<file path="src/hw/rtl/rsps_pkg.sv">
// ============================================================================
// Radar sweep pixel shader package
// Widths, defaults, the CORDIC pipeline word and the atan table.
// ============================================================================
package rsps_pkg;

    localparam int GRID_COLUMNS_DEFAULT = 32;
    localparam int PIXEL_COUNT_DEFAULT  = 512;

    localparam int IDX_W        = 9;
    localparam int ANGLE_W      = 16;
    localparam int COLOR_W      = 8;
    localparam int Q_W          = 12;
    localparam int CW           = 20;
    localparam int CORDIC_STEPS = 16;

    typedef struct packed {
        logic signed [CW-1:0] x;
        logic signed [CW-1:0] y;
        logic [ANGLE_W-1:0]   z;
        logic [ANGLE_W-1:0]   sweep;
        logic                 in_disc;
        logic                 inner;
    } cord_t;

    function automatic logic [ANGLE_W-1:0] atan_turns(input int step);
        case (step)
            0:       return 16'd8192;
            1:       return 16'd4836;
            2:       return 16'd2555;
            3:       return 16'd1297;
            4:       return 16'd651;
            5:       return 16'd326;
            6:       return 16'd163;
            7:       return 16'd81;
            8:       return 16'd41;
            9:       return 16'd20;
            10:      return 16'd10;
            11:      return 16'd5;
            12:      return 16'd3;
            13:      return 16'd1;
            14:      return 16'd1;
            default: return 16'd0;
        endcase
    endfunction

endpackage

</file>
<file path="src/hw/rtl/rsps_shade.sv">
// ============================================================================
// Radar sweep pixel shader color stage
// Turns radius and angle into fade and trail weight, then into RGB, with the
// last stage serving as the output register.
// ============================================================================
module rsps_shade (
    input  logic                         aclk,
    input  logic                         aresetn,
    input  logic                         in_valid,
    output logic                         in_ready,
    input  rsps_pkg::cord_t              in_data,
    output logic                         out_valid,
    input  logic                         out_ready,
    output logic [rsps_pkg::COLOR_W-1:0] red,
    output logic [rsps_pkg::COLOR_W-1:0] green,
    output logic [rsps_pkg::COLOR_W-1:0] blue
);

    localparam int ANGLE_W  = rsps_pkg::ANGLE_W;
    localparam int COLOR_W  = rsps_pkg::COLOR_W;
    localparam int NSTAGE   = 6;
    localparam int INV_GAIN = 39797;
    localparam int PI_Q16   = 205887;
    localparam int ONE_Q16  = 65536;
    localparam int FADE_ONE = 4096;
    localparam int OUTER_Q10 = 34 * 1024;
    localparam int GF_BIAS  = 131074;
    localparam int RECIP5   = (1 << 20) / 5;

    logic [NSTAGE-1:0] v_reg;
    logic [NSTAGE-1:0] v_in;
    logic [NSTAGE-1:0] rdy;

    logic [32:0] s1_rprod_reg;
    logic [33:0] s1_pprod_reg;
    logic        s1_disc_reg;
    logic        s1_inner_reg;
    logic [16:0] s2_wt_reg;
    logic [12:0] s2_fade_reg;
    logic        s2_disc_reg;
    logic [18:0] s3_num_reg;
    logic [36:0] s3_qprod_reg;
    logic [29:0] s3_rfprod_reg;
    logic [12:0] s3_fade_reg;
    logic        s3_disc_reg;
    logic [16:0] s4_gf_reg;
    logic [12:0] s4_fade_reg;
    logic [COLOR_W-1:0] s4_red_reg;
    logic        s4_disc_reg;
    logic [29:0] s5_gprod_reg;
    logic [COLOR_W-1:0] s5_red_reg;
    logic        s5_disc_reg;
    logic [COLOR_W-1:0] red_reg;
    logic [COLOR_W-1:0] green_reg;

    logic [ANGLE_W-1:0] phi_next;
    logic [16:0]        rq_next;
    logic signed [18:0] fdiff_next;
    logic [12:0]        fade_next;
    logic [17:0]        p_next;
    logic [16:0]        wt_next;
    logic [18:0]        num_next;
    logic [16:0]        q0_next;
    logic [18:0]        rem_next;
    logic [16:0]        gf_next;
    logic [COLOR_W-1:0] red_next;
    logic [COLOR_W-1:0] green_next;

    always_comb begin
        rdy[NSTAGE-1] = !v_reg[NSTAGE-1] || out_ready;
        for (int i = NSTAGE - 2; i >= 0; i--) begin
            rdy[i] = !v_reg[i] || rdy[i+1];
        end
    end

    assign in_ready  = rdy[0];
    assign out_valid = v_reg[NSTAGE-1];
    assign red       = red_reg;
    assign green     = green_reg;
    assign blue      = red_reg;
    assign v_in      = {v_reg[NSTAGE-2:0], in_valid};

    always_ff @(posedge aclk) begin
        if (!aresetn) begin
            v_reg <= '0;
        end else begin
            for (int i = 0; i < NSTAGE; i++) begin
                if (rdy[i]) begin
                    v_reg[i] <= v_in[i];
                end
            end
        end
    end

    assign phi_next = in_data.z + in_data.sweep;

    always_ff @(posedge aclk) begin
        if (rdy[0]) begin
            s1_rprod_reg <= 33'($unsigned(in_data.x)) * 33'(INV_GAIN);
            s1_pprod_reg <= 34'(phi_next) * 34'(PI_Q16);
            s1_disc_reg  <= in_data.in_disc;
            s1_inner_reg <= in_data.inner;
        end
    end

    always_comb begin
        rq_next    = 17'((s1_rprod_reg + 33'd32768) >> 16);
        fdiff_next = 19'sd0 + 19'(OUTER_Q10) - $signed({2'b00, rq_next});
        if (s1_inner_reg || fdiff_next > 19'sd4096) begin
            fade_next = 13'(FADE_ONE);
        end else if (fdiff_next < 19'sd0) begin
            fade_next = '0;
        end else begin
            fade_next = 13'(fdiff_next);
        end
        p_next  = 18'((s1_pprod_reg + 34'd32768) >> 16);
        wt_next = (p_next >= 18'(ONE_Q16)) ? 17'd0 : 17'(18'(ONE_Q16) - p_next);
    end

    always_ff @(posedge aclk) begin
        if (rdy[1]) begin
            s2_wt_reg   <= wt_next;
            s2_fade_reg <= fade_next;
            s2_disc_reg <= s1_disc_reg;
        end
    end

    assign num_next = 19'(GF_BIAS) + 19'(s2_wt_reg) * 19'd3;

    always_ff @(posedge aclk) begin
        if (rdy[2]) begin
            s3_num_reg    <= num_next;
            s3_qprod_reg  <= 37'(num_next) * 37'(RECIP5);
            s3_rfprod_reg <= 30'(s2_wt_reg) * 30'(s2_fade_reg);
            s3_fade_reg   <= s2_fade_reg;
            s3_disc_reg   <= s2_disc_reg;
        end
    end

    // quotient by five, at most one short
    always_comb begin
        q0_next  = 17'(s3_qprod_reg >> 20);
        rem_next = s3_num_reg - 19'(q0_next) * 19'd5;
        gf_next  = (rem_next >= 19'd5) ? q0_next + 17'd1 : q0_next;
        red_next = COLOR_W'((38'(s3_rfprod_reg) * 38'd255 + 38'd134217728) >> 28);
    end

    always_ff @(posedge aclk) begin
        if (rdy[3]) begin
            s4_gf_reg   <= gf_next;
            s4_fade_reg <= s3_fade_reg;
            s4_red_reg  <= red_next;
            s4_disc_reg <= s3_disc_reg;
        end
    end

    always_ff @(posedge aclk) begin
        if (rdy[4]) begin
            s5_gprod_reg <= 30'(s4_gf_reg) * 30'(s4_fade_reg);
            s5_red_reg   <= s4_red_reg;
            s5_disc_reg  <= s4_disc_reg;
        end
    end

    assign green_next = COLOR_W'((38'(s5_gprod_reg) * 38'd255 + 38'd134217728) >> 28);

    // black outside the disc
    always_ff @(posedge aclk) begin
        if (rdy[5]) begin
            red_reg   <= s5_disc_reg ? s5_red_reg : '0;
            green_reg <= s5_disc_reg ? green_next : '0;
        end
    end

endmodule

</file>
<file path="config.mk">
export PLATFORM = sky130hd
export DESIGN_NAME = rsps_shade
export DESIGN_NICKNAME = d
export VERILOG_FILES = /design/src/hw/rtl/rsps_pkg.sv /design/src/hw/rtl/rsps_shade.sv
export SDC_FILE = /design/constraint.sdc
export NUM_CORES = 2
export LEC_CHECK = 0
export BUFFER_PORTS_ARGS = -buffer_cell sky130_fd_sc_hd__buf_2
export CORE_MARGIN = 10
export CORE_UTILIZATION = 30
export CTS_CLUSTER_SIZE = 24
export DETAILED_ROUTE_END_ITERATION = 12
export PLACE_DENSITY = 0.51
export SETUP_SLACK_MARGIN = 0.3
export SLEW_MARGIN = 10
export SYNTH_ARGS = -nofsm -noshare
export SYNTH_HDL_FRONTEND = slang
export SYNTH_SLANG_ARGS = --single-unit
</file>
<file path="constraint.sdc">
create_clock -name aclk -period 11.9 [get_ports aclk]
set_input_delay 3.57 -clock aclk [delete_from_list [all_inputs] [get_ports aclk]]
set_output_delay 3.57 -clock aclk [all_outputs]
set_load 0.02 [all_outputs]
</file>
==> results by group <==
Run status
  – Status: finished, final reports clean

Global route
  – Gr usage total: 0.117
  – Global-route wire length before repair: 183 mm
  – Initial antenna violation count: 0
  – Largest net degree at the start of global routing: 61
  – Total grt overflow: 0
  – Vias in the first global route: 36200

Yosys
  – Post-synthesis average cell area: slightly above 10 um2
  – Netlist cell types: 83
  – Cell count after synthesis: 4949
  – Synth top area cells: fa_1 (37%), ha_1 (20%), edfxtp_1 (14%)
  – Synthesis-stage register bit count: 250
  – Mapped Area: just over 50000 um2
  – Register area share after synthesis: 0.145
  – Prevailing post-synth register cell: edfxtp_1
  – Synth Warn #: 0
  – Most frequent cells after synthesis: inv_1 (1197), fa_1 (957), ha_1 (806)
  – Post-synth top area cell: fa_1
  – Syn nets: a little under 7000
  – Synth top area share: 0.373
  – Number of synthesized flops with an enable pin: about 240
  – Async set-or-reset flop fraction in the synthesized netlist: 0
  – Most frequent cell after synthesis: inv_1

Floorplan
  – I/O Pins: roughly 100
  – CORE AREA: around 170000 um2
  – Area of the die: between 150000 and 200000 um2
  – Chip Height: 434 um
  – Die width: approximately 430 um
  – # rows: 151
  – Initial Util: 0.303

Setup path
  – CP dominant cell by count: fa_1
  – Data arrival, critical path: roughly 11 ns
  – Critical path required time: 12.22 ns
  – Largest fanout on the critical path: 4
  – Max incr delay on CP: approximately 0.65 ns
  – Slowest cell on crit path: fa_2
  – Crit end category: register
  – Startpoint Class: input port
  – Critical path class: in -> reg

Timing
  – Max Freq: 89.7 MHz
  – Slew headroom: 0.294
  – Slew Viols, Final: 0
  – Tmin final: ~11 ns
  – Final setup viols: 0
  – RSZ-0062 raised after global routing: no
  – Worst-Margin Slew: 1.05 ns
  – Final period util: 0.937
  – Hold Worst Slack: slightly above 0.4 ns
  – Fin. Hold Viols: 0
  – Max Clock Skew: 0.0432 ns

CTS
  – Postcts setup bufs: 0
  – Clk buf depth: 3
  – Clock Latency Late Sink: about 0.6 ns
  – Clk slew on worst S/H paths: roughly 0.06 ns
  – Root Buffer: clkbuf_16
  – CTS sink count: between 200 and 300
  – Cts bufs inserted: 36
  – Htree depth: 2
  – TritonCTS clock tree: yes

Placed design
  – Post-detail-place hpwl: between 90 and 100 mm
  – GP Congestion: roughly 0.84
  – I/O Buffers: slightly above 80

Drt
  – DRT antenna net count: 0
  – Drt total wl: 106 mm
  – DR DRC count: 0
  – Drt wl/cell: roughly 15 um
  – Via count: 32400
  – Detailed-route vias per instance: between 4 and 5
  – DRT iter0 DRCs: a little under 1000
  – Initial DRT Pass Iterations: 4

Hold path
  – Min-Delay Path Class: reg -> reg

Job
  – MaxCap Viol Count: 0

Layout
  – Final #Nets: between 6000 and 7000
  – Area Growth Syn to Fin: 8.75%
  – Layout cells sized above 1: 0.0488
[worst max-delay path, delay by kind of cell]
family                     cells  cell delay, ns
xor gates and xnor gates       2            0.20
adders and majority gates      9            3.91
AOI/OAI and AO/OA             18            3.44
buffers and inverters          5            0.35
[path summary, 6_finish.rpt]
kind                  startpoint                to  slack (ns)  cells after the start
setup / recovery      in_data[2]  s1_pprod_reg[33]        0.75                     34
hold / removal    s3_fade_reg[7]    s4_fade_reg[7]        0.41                      0
setup reg to reg    s2_wt_reg[1]  s3_qprod_reg[36]        1.91                     35
hold reg to reg   s3_fade_reg[7]    s4_fade_reg[7]        0.41                      0
[cells in the final DEF, fill, tap and decap left out, drive strengths merged, types with 130 or more instances in the layout]
| master | instances |
|---|---|
| edfxtp | 244 |
| ha | 806 |
| a21oi | 130 |
| xnor2 | 163 |
| buf | 138 |
| fa | 957 |
| inv | 1199 |
| nor2 | 148 |
| and2 | 198 |
| nand2 | 358 |
[cells by family (layout without fill, tap and decap cells)]
family,Yosys count,count (layout),share of synthesized area
mux,11,11,0.00226
buf+inv,1290,1400,0.0952
compound gates,456,456,0.0599
simple gates,949,949,0.0898
flops,250,250,0.145
xor+xnor,230,230,0.0392
other cells,0,1,0
fa+ha+maj,1763,1763,0.569
[metrics by stage]
stage          instances  setup slack [ns]  instance area (um2)  setup TNS (ns)   util
2_1_floorplan       4949             0.312                51400               0      -
3_3_place_gp        7212            -0.132                54700          -0.273  0.322
3_5_place_dp        7212            -0.157                54700          -0.380  0.322
4_1_cts             7277             0.448                55900               0  0.329
5_1_grt             7277             0.330                55900               0  0.329
6_report            7278             0.748                55900               0  0.329
[routing by layer]
layer	vias to the layer above	global-route usage	share of wire
met5	-	0	0
met4	0	0.0259	0.020
met3	114	0.0122	0.026
met2	325	0.209	0.49
met1	16200	0.153	0.46
li1	15800	-	-
[area by class of cell]
type,count,area (um2)
diodes,1,2.50
clock buffers,38,930
clock inverters,27,294
fillers,17300,114000
inverters,1197,4490
multi-input cells,3409,39100
flip-flops and latches,250,7450
well taps,2218,2780
repair buffers,138,828
[what timing repair did]
action                                 CTS  global route
setup endpoints to repair                0             7
endpoints found under the hold margin    0             0
gates resized for setup                  0             6
hold buffers                             0             0
Power is not shown: default switching activity piles up to over one toggle a cycle in this logic, so the estimate is an artifact.
