## config.mk

```make
export PLATFORM = sky130hd
export DESIGN_NAME = rsps_cordic_cell
export DESIGN_NICKNAME = d
export VERILOG_FILES = /design/src/hw/rtl/rsps_pkg.sv /design/src/hw/rtl/rsps_cordic_cell.sv
export SDC_FILE = /design/constraint.sdc
export NUM_CORES = 1
export LEC_CHECK = 0
export ABC_CLOCK_PERIOD_IN_PS = 6350
export BUFFER_PORTS_ARGS = -buffer_cell sky130_fd_sc_hd__buf_2
export CAP_MARGIN = 25
export CORE_ASPECT_RATIO = 0.8
export CORE_MARGIN = 5
export CORE_UTILIZATION = 30
export DETAILED_ROUTE_END_ITERATION = 10
export GPL_TIMING_DRIVEN = 0
export REMOVE_ABC_BUFFERS = 1
export SETUP_SLACK_MARGIN = 0.5
export SYNTH_ARGS = -nofsm -noshare
export SYNTH_HDL_FRONTEND = slang
export SYNTH_SLANG_ARGS = --single-unit
```

## constraint.sdc

```tcl
create_clock -name aclk -period 6.35 [get_ports aclk]
set_input_delay 0.635 -clock aclk [delete_from_list [all_inputs] [get_ports aclk]]
set_output_delay 0.635 -clock aclk [all_outputs]
set_load 0.03 [all_outputs]
```

## src/hw/rtl/rsps_pkg.sv

```systemverilog
// ============================================================================
// Radar sweep pixel shader package
// Widths, defaults, the CORDIC pipeline word and the atan table.
// ============================================================================
package rsps_pkg;

    localparam int GRID_COLUMNS_DEFAULT = 32;
    localparam int PIXEL_COUNT_DEFAULT  = 512;

    localparam int IDX_W        = 9;
    localparam int ANGLE_W      = 16;
    localparam int COLOR_W      = 8;
    localparam int Q_W          = 12;
    localparam int CW           = 20;
    localparam int CORDIC_STEPS = 16;

    typedef struct packed {
        logic signed [CW-1:0] x;
        logic signed [CW-1:0] y;
        logic [ANGLE_W-1:0]   z;
        logic [ANGLE_W-1:0]   sweep;
        logic                 in_disc;
        logic                 inner;
    } cord_t;

    function automatic logic [ANGLE_W-1:0] atan_turns(input int step);
        case (step)
            0:       return 16'd8192;
            1:       return 16'd4836;
            2:       return 16'd2555;
            3:       return 16'd1297;
            4:       return 16'd651;
            5:       return 16'd326;
            6:       return 16'd163;
            7:       return 16'd81;
            8:       return 16'd41;
            9:       return 16'd20;
            10:      return 16'd10;
            11:      return 16'd5;
            12:      return 16'd3;
            13:      return 16'd1;
            14:      return 16'd1;
            default: return 16'd0;
        endcase
    endfunction

endpackage

```

## src/hw/rtl/rsps_cordic_cell.sv

```systemverilog
// ============================================================================
// Radar sweep pixel shader CORDIC cell
// One registered vectoring micro-rotation toward the positive x axis.
// ============================================================================
module rsps_cordic_cell #(
    parameter int STEP = 0
) (
    input  logic            aclk,
    input  logic            aresetn,
    input  logic            in_valid,
    output logic            in_ready,
    input  rsps_pkg::cord_t in_data,
    output logic            out_valid,
    input  logic            out_ready,
    output rsps_pkg::cord_t out_data
);

    localparam int CW = rsps_pkg::CW;
    localparam logic [rsps_pkg::ANGLE_W-1:0] ATAN = rsps_pkg::atan_turns(STEP);

    logic                 valid_reg;
    rsps_pkg::cord_t      data_reg;
    rsps_pkg::cord_t      data_next;
    logic signed [CW-1:0] xi;
    logic signed [CW-1:0] yi;
    logic signed [CW-1:0] dx;
    logic signed [CW-1:0] dy;

    assign xi = in_data.x;
    assign yi = in_data.y;
    assign dx = yi >>> STEP;
    assign dy = xi >>> STEP;

    always_comb begin
        data_next = in_data;
        if (!yi[CW-1]) begin
            data_next.x = xi + dx;
            data_next.y = yi - dy;
            data_next.z = in_data.z + ATAN;
        end else begin
            data_next.x = xi - dx;
            data_next.y = yi + dy;
            data_next.z = in_data.z - ATAN;
        end
    end

    assign in_ready  = !valid_reg || out_ready;
    assign out_valid = valid_reg;
    assign out_data  = data_reg;

    always_ff @(posedge aclk) begin
        if (!aresetn) begin
            valid_reg <= 1'b0;
        end else if (in_ready) begin
            valid_reg <= in_valid;
        end
    end

    always_ff @(posedge aclk) begin
        if (in_ready) begin
            data_reg <= data_next;
        end
    end

endmodule

```

==> metrics.txt, run 1 <==
first-pass GRT wire length=23400 um; Port Buffers=about 150; DPL Wire Length=12300 um; Bufs on Longest Clock Path=2; most frequent cell after synthesis=edfxtp_1; leakage power=3.09 nW; slew margin rel.=43.1%; clock root cell=clkbuf_16; total wire length=between 15000 and 20000 um; H-tree depth=3; Final setup violation count=0; status=finished clean; critical path class=in -> reg; register area=~2200 um^2; actual slew at the worst max-slew pin=844 ps; Pins Over Slew Limit=0; diode count=0; Rows=44; initial core utilization=roughly 31%; CP endpoint kind=flop; Seq/Total Area, Yosys=about two fifths; Synth top cells by count=edfxtp_1 (73), ha_1 (64), inv_1 (62), a21oi_1 (60), nor2_1 (38); Power, Total=~1.8 mW; TritonCTS clock tree=done; R2R Setup Slk=about 5100 ps; DRT Pass-1 Iters=5; 1st-iter DRT viols=between 300 and 400; vias per cell=roughly 4.9; Synth async-reset ratio=0%; Core ar.=around 18000 um^2; GP Congestion=just under 0.9; Syn Inst Count=573; unrepaired setup endpoints after global routing=no; clock sinks=74; Final Hold Vio Count=0; Worst-path clk slew=~60 ps; pwr dens=around 260 nW/um^2; leading area contributor after synthesis=edfxtp_1; top_reg_cell synth=edfxtp_1; Die Width=~160 um; Final min period=about 3000 ps; CTS resizes=0; number of synthesized flops with an enable pin=73; worst-skew pair later-pin latency=320 ps; nets=between 800 and 900; Critical Path AT=between 3000 and 4000 ps; worst vdd ir=around 0.00012 V; Via Count=4611; Synth Register Bits=74; cts hold-fix bufs=0; Synth-to-Final Area Change=23.5%; f_max=333 MHz; Wirelength per Cell=~16 um; grt ovf=0; MaxCap Viol Count=0; clk_skew=approximately 6.8 ps; Syn Std Cell Area=roughly 5600 um^2; Residual DRC=0; CTS Buf Count=9; fin util=approximately 38%; crit-path max FO=12; Die Footprint=21300 um^2; via count of the first global-routing pass=between 4000 and 5000; I/O Pins=about 150; syn avg cell area=9.69 um^2; Critical Path Start Type=input port; Final Cycle Share=~47%; area of the multi-input gates=2980 um^2; DRT antenna net count=0; share of layout cells above drive strength 1=25.6%; CP Data Required Time=6410 ps; largest net degree at the start of global routing=50; post-CTS setup buffers=0; Setup TNS=0 ps; Overall Global Routing Usage=13.7%; largest cells by area after synthesis=edfxtp_1 (39%), ha_1 (14%), a21oi_1 (5.4%), xnor2_1 (5.4%), inv_1 (4.2%); worst min path class=in -> reg; initial antenna violation count=1; filler cell count in the final layout=around 1900; top cell type's share of synthesized area=39.5%; die height=about 130 um; post-synthesis cell type count=62; Yosys warning total=0
## layer usage
layer / track usage [%] / wire length (um)
met5: 0 / 7
met4: 3.48 / 173
met3: 3.32 / 1140
met2: 20.9 / 6490
met1: 19.5 / 7220
## sequential cells by signal (all words and copies together) (netlist names)
| name | flops |
|---|---|
| out_valid | 1 |
| out_data | 73 |
## worst paths after layout
| check | from | to | cells after the start |
|---|---|---|---|
| setup / recovery | in_data[39] | out_data[47] | 10 |
| setup reg to reg | out_valid | out_data[17] | 2 |
| hold / removal | in_data[28] | out_data[28] | 1 |
| hold reg to reg | out_valid | out_data[3] | 1 |
## kinds of logic (layout without fill, tap and decap cells)
kind of cell / Yosys count / count (layout) / share of synthesized area [%]
multiplexers: 7 / 7 / 1.28
adder cells (fa/ha/maj): 68 / 68 / 15.9
buffers and inverters: 88 / 234 / 6.58
flip-flops: 74 / 74 / 39.8
XOR/XNOR: 38 / 38 / 6.00
AO/OA/AOI/OAI: 168 / 168 / 19.0
AND/OR/NAND/NOR: 130 / 130 / 11.4
## through the flow
stage | cell area, um^2 | setup WS (ps) | hold slack [ps] | instances
final | 6860 | 3340 | 483 | 949
after detailed placement | 6510 | 3020 | 814 | 932
after floorplan | 5420 | 3070 | 734 | 548
after global routing | 6860 | 3200 | 457 | 949
after CTS | 6830 | 3370 | 466 | 948
after global placement | 6480 | 1910 | 812 | 931
## where the power goes
| part | switching, mW | internal (mW) | leakage (nW) | total (mW) |
|---|---|---|---|---|
| registers | 0.0172 | 0.629 | 0.765 | 0.646 |
| clock network | 0.186 | 0.343 | 0.151 | 0.529 |
| logic | 0.407 | 0.189 | 2.18 | 0.596 |
| total | 0.610 | 1.16 | 3.09 | 1.77 |
## area by class of cell
| cell class | count | area share, % |
|---|---|---|
| clock buffers | 9 | 3.28 |
| clock inverters | 7 | 1.37 |
| inverters | 63 | 3.45 |
| multi-input cells | 411 | 43.5 |
| flip-flops and latches | 74 | 32.3 |
| well taps | 230 | 4.20 |
| repair buffers | 155 | 12.0 |
## worst max-delay path, cell delays in order
cell,delay [ps]
buf_2,120
inv_1,50
ha_1,470
or3_1,410
a211o_1,320
a211oi_2,300
nor2_1,170
o31ai_2,290
a21oi_1,130
xnor2_1,180
## cells in the final DEF (no fill, tap or decap), types with 6 or more instances in the layout
cell,count
a211oi_1,6
a21o_1,8
a21oi_1,60
buf_2,153
clkbuf_16,9
edfxtp_1,73
ha_1,64
inv_1,62
mux2i_1,6
nand2_1,36
nand3_1,8
nand4_1,6
nor2_1,38
nor2b_1,8
nor3_1,9
o21ai_0,37
o21bai_1,8
o31ai_1,7
xnor2_1,34
No activity file was read; power rests on OpenSTA's default activity.
==> run 2, diff against run 1 <==
Settings changed: ABC_CLOCK_PERIOD_IN_PS 6350 to 2500.
Clock period 6.35 ns to 2.5 ns, I/O delays scaled along.
==> run 2 against run 1 <==
Total power increased to 2.7 times the previous value. Worst hold slack worse by 390 ps. Global-route usage increased by 1.1 points. Count of clock-buffer cells in the layout stayed put. Setup slack got worse by 3000 ps. Core utilization grew 5.7 points. Final area grew 15%. Via count is 9.9% higher. Clock skew about the same. Critical endpoint is now out_data[50]. Die area did not move. Sequential power grew to 2.5 times the previous value.
==> metrics.txt, run 2 (synthesis gave the netlist of run 1 again) <==
Synth-to-Final Area Change=42.2%; DRT antenna net count=0 (unchanged); I/O Pins=154 (unchanged); clk_skew=6.66 ps (-0.115 ps); DP Worst Slack=-448 ps (-3470 ps); unrepaired setup endpoints after global routing=yes; share of layout cells above drive strength 1=41.8% (+16 points); CTS Buf Count=9 (unchanged); first-pass GRT wire length=25400 um (+8.5%); Critical Path AT=2230 ps (-840 ps); status=finished clean; Via Count=5069 (+9.9%); Rows=44 (unchanged); clock root cell=clkbuf_16; Bufs on Longest Clock Path=2 (unchanged); via count of the first global-routing pass=4799 (+7.6%); worst vdd ir=0.000307 V (+160%); met3 wire length=1450 um (+27%); Power, Total=4.84 mW (+170%); pwr dens=613 nW/um^2 (+140%); largest net degree at the start of global routing=50 (unchanged); reg2reg path depth=2 (unchanged); Residual DRC=0 (unchanged); Core ar.=18200 um^2 (unchanged); worst min path class=in -> reg; MaxCap Viol Count=0 (unchanged); Pins Over Slew Limit=0 (unchanged); initial antenna violation count=1 (unchanged); actual slew at the worst max-slew pin=629 ps (-215 ps); die height=132 um (unchanged); post-route insts no fill=1002 (+5.6%); diode count=0 (unchanged); Worst-path clk slew=60 ps (about the same); hold depth=1 (unchanged); 1st-iter DRT viols=398 (+25%); Highest Signal Layer=met5; grt ovf=0 (unchanged); worst-skew pair later-pin latency=330 ps (about the same); Largest register FFs=73 (unchanged); CP Data Required Time=2560 ps (-3850 ps); Critical Path Start Type=input port; Cells after DPL=932 (unchanged); most frequent cells in the layout=buf_2 (144), edfxtp_1 (73), buf_4 (55), a21oi_1 (53); DRT Pass-1 Iters=5 (unchanged); CP endpoint kind=flop; Final Cycle Share=between 80 and 90%; nets=913 (+6.2%); critical path class=in -> reg; Die Footprint=21300 um^2 (unchanged); Wirelength per Cell=16.9 um (+6.4%); initial core utilization=30.6% (unchanged); f_max=approximately 460 MHz; DPL Wire Length=12300 um (unchanged); GP Congestion=0.888 (unchanged); Die Width=162 um (unchanged); leakage power=3.39 nW (+9.7%); H-tree depth=3 (unchanged); Final Hold Vio Count=0 (unchanged); clock sinks=74 (unchanged); Final setup violation count=0 (unchanged); Port Buffers=153 (unchanged); most common cell after layout, fill and taps aside=buf_2; Final min period=2170 ps; final worst slack=331 ps (-3010 ps); TritonCTS clock tree=done; vias per cell=5.06 (+4.1%); slew margin rel.=57.9% (+15 points); filler cell count in the final layout=1759 (-6.1%); total wire length=16900 um (+12%); Overall Global Routing Usage=14.8% (+1.1 points); Met2 Wirelength=7640 um (+18%); WL met1=7570 um (+4.8%); crit-path max FO=9 (-3)
-- run 2: area by class of cell --
cell class,count,area [um^2],area share (%)
Multi-Input combinational cell,411,3560,45.1
Timing Repair Buffer,207,1250,15.9
Clock buffer,9,225,2.85
Tap cell,230,288,3.65
Timing Repair inverter,1,7.51,0.0951
Sequential cell,74,2210,28.0
Clock inverter,7,93.8,1.19
Inverter,63,253,3.20
-- run 2: power breakdown --
group	switching [mW]	internal, mW	total, mW
Combinational	1.17	0.682	1.85
Sequential	0.0439	1.60	1.64
Clock	0.474	0.870	1.34
Total	1.69	3.15	4.84
-- run 2: timing repair --
item	in CTS	in global routing
cloned	1	0
pin swaps	46	22
setup endpoints to repair	32	25
setup buffers	28	25
resized for setup	93	56
hold buffers	0	0
-- run 2: layer usage --
layer | vias up | track usage (%)
met4 | 2 | 4.18
met3 | 28 | 2.91
li1 | 2418 | -
met5 | - | 0
met1 | 2371 | 20.7
met2 | 250 | 23.3
-- run 2: final timing paths --
path / slack [ps] / end / from
worst max-delay path: 330 / out_data[50] / in_data[47]
worst min-delay path: 100 / out_data[28] / in_data[28]
worst max register to register: 1220 / out_data[17] / out_valid
worst min register to register: 850 / out_data[3] / out_valid
-- run 2: per-stage QoR --
step                      cell area (um^2)  util (%)  hold slack, ps  TNS [ps]
after floorplan                       5420         -             349    -21360
after global placement                6480      35.6             427    -70480
after detailed placement              6510      35.8             429     -6410
after CTS                             7460      41.0            80.6         0
after global routing                  7900      43.5            76.3         0
final                                 7900      43.5            97.7         0
-- run 2: critical path: stages --
cell and delay (ps):
buf_2 100, inv_1 70, ha_4 390, nand4_4 110, or3_4 390, or4_4 550, a32oi_4 240, xnor2_2 120
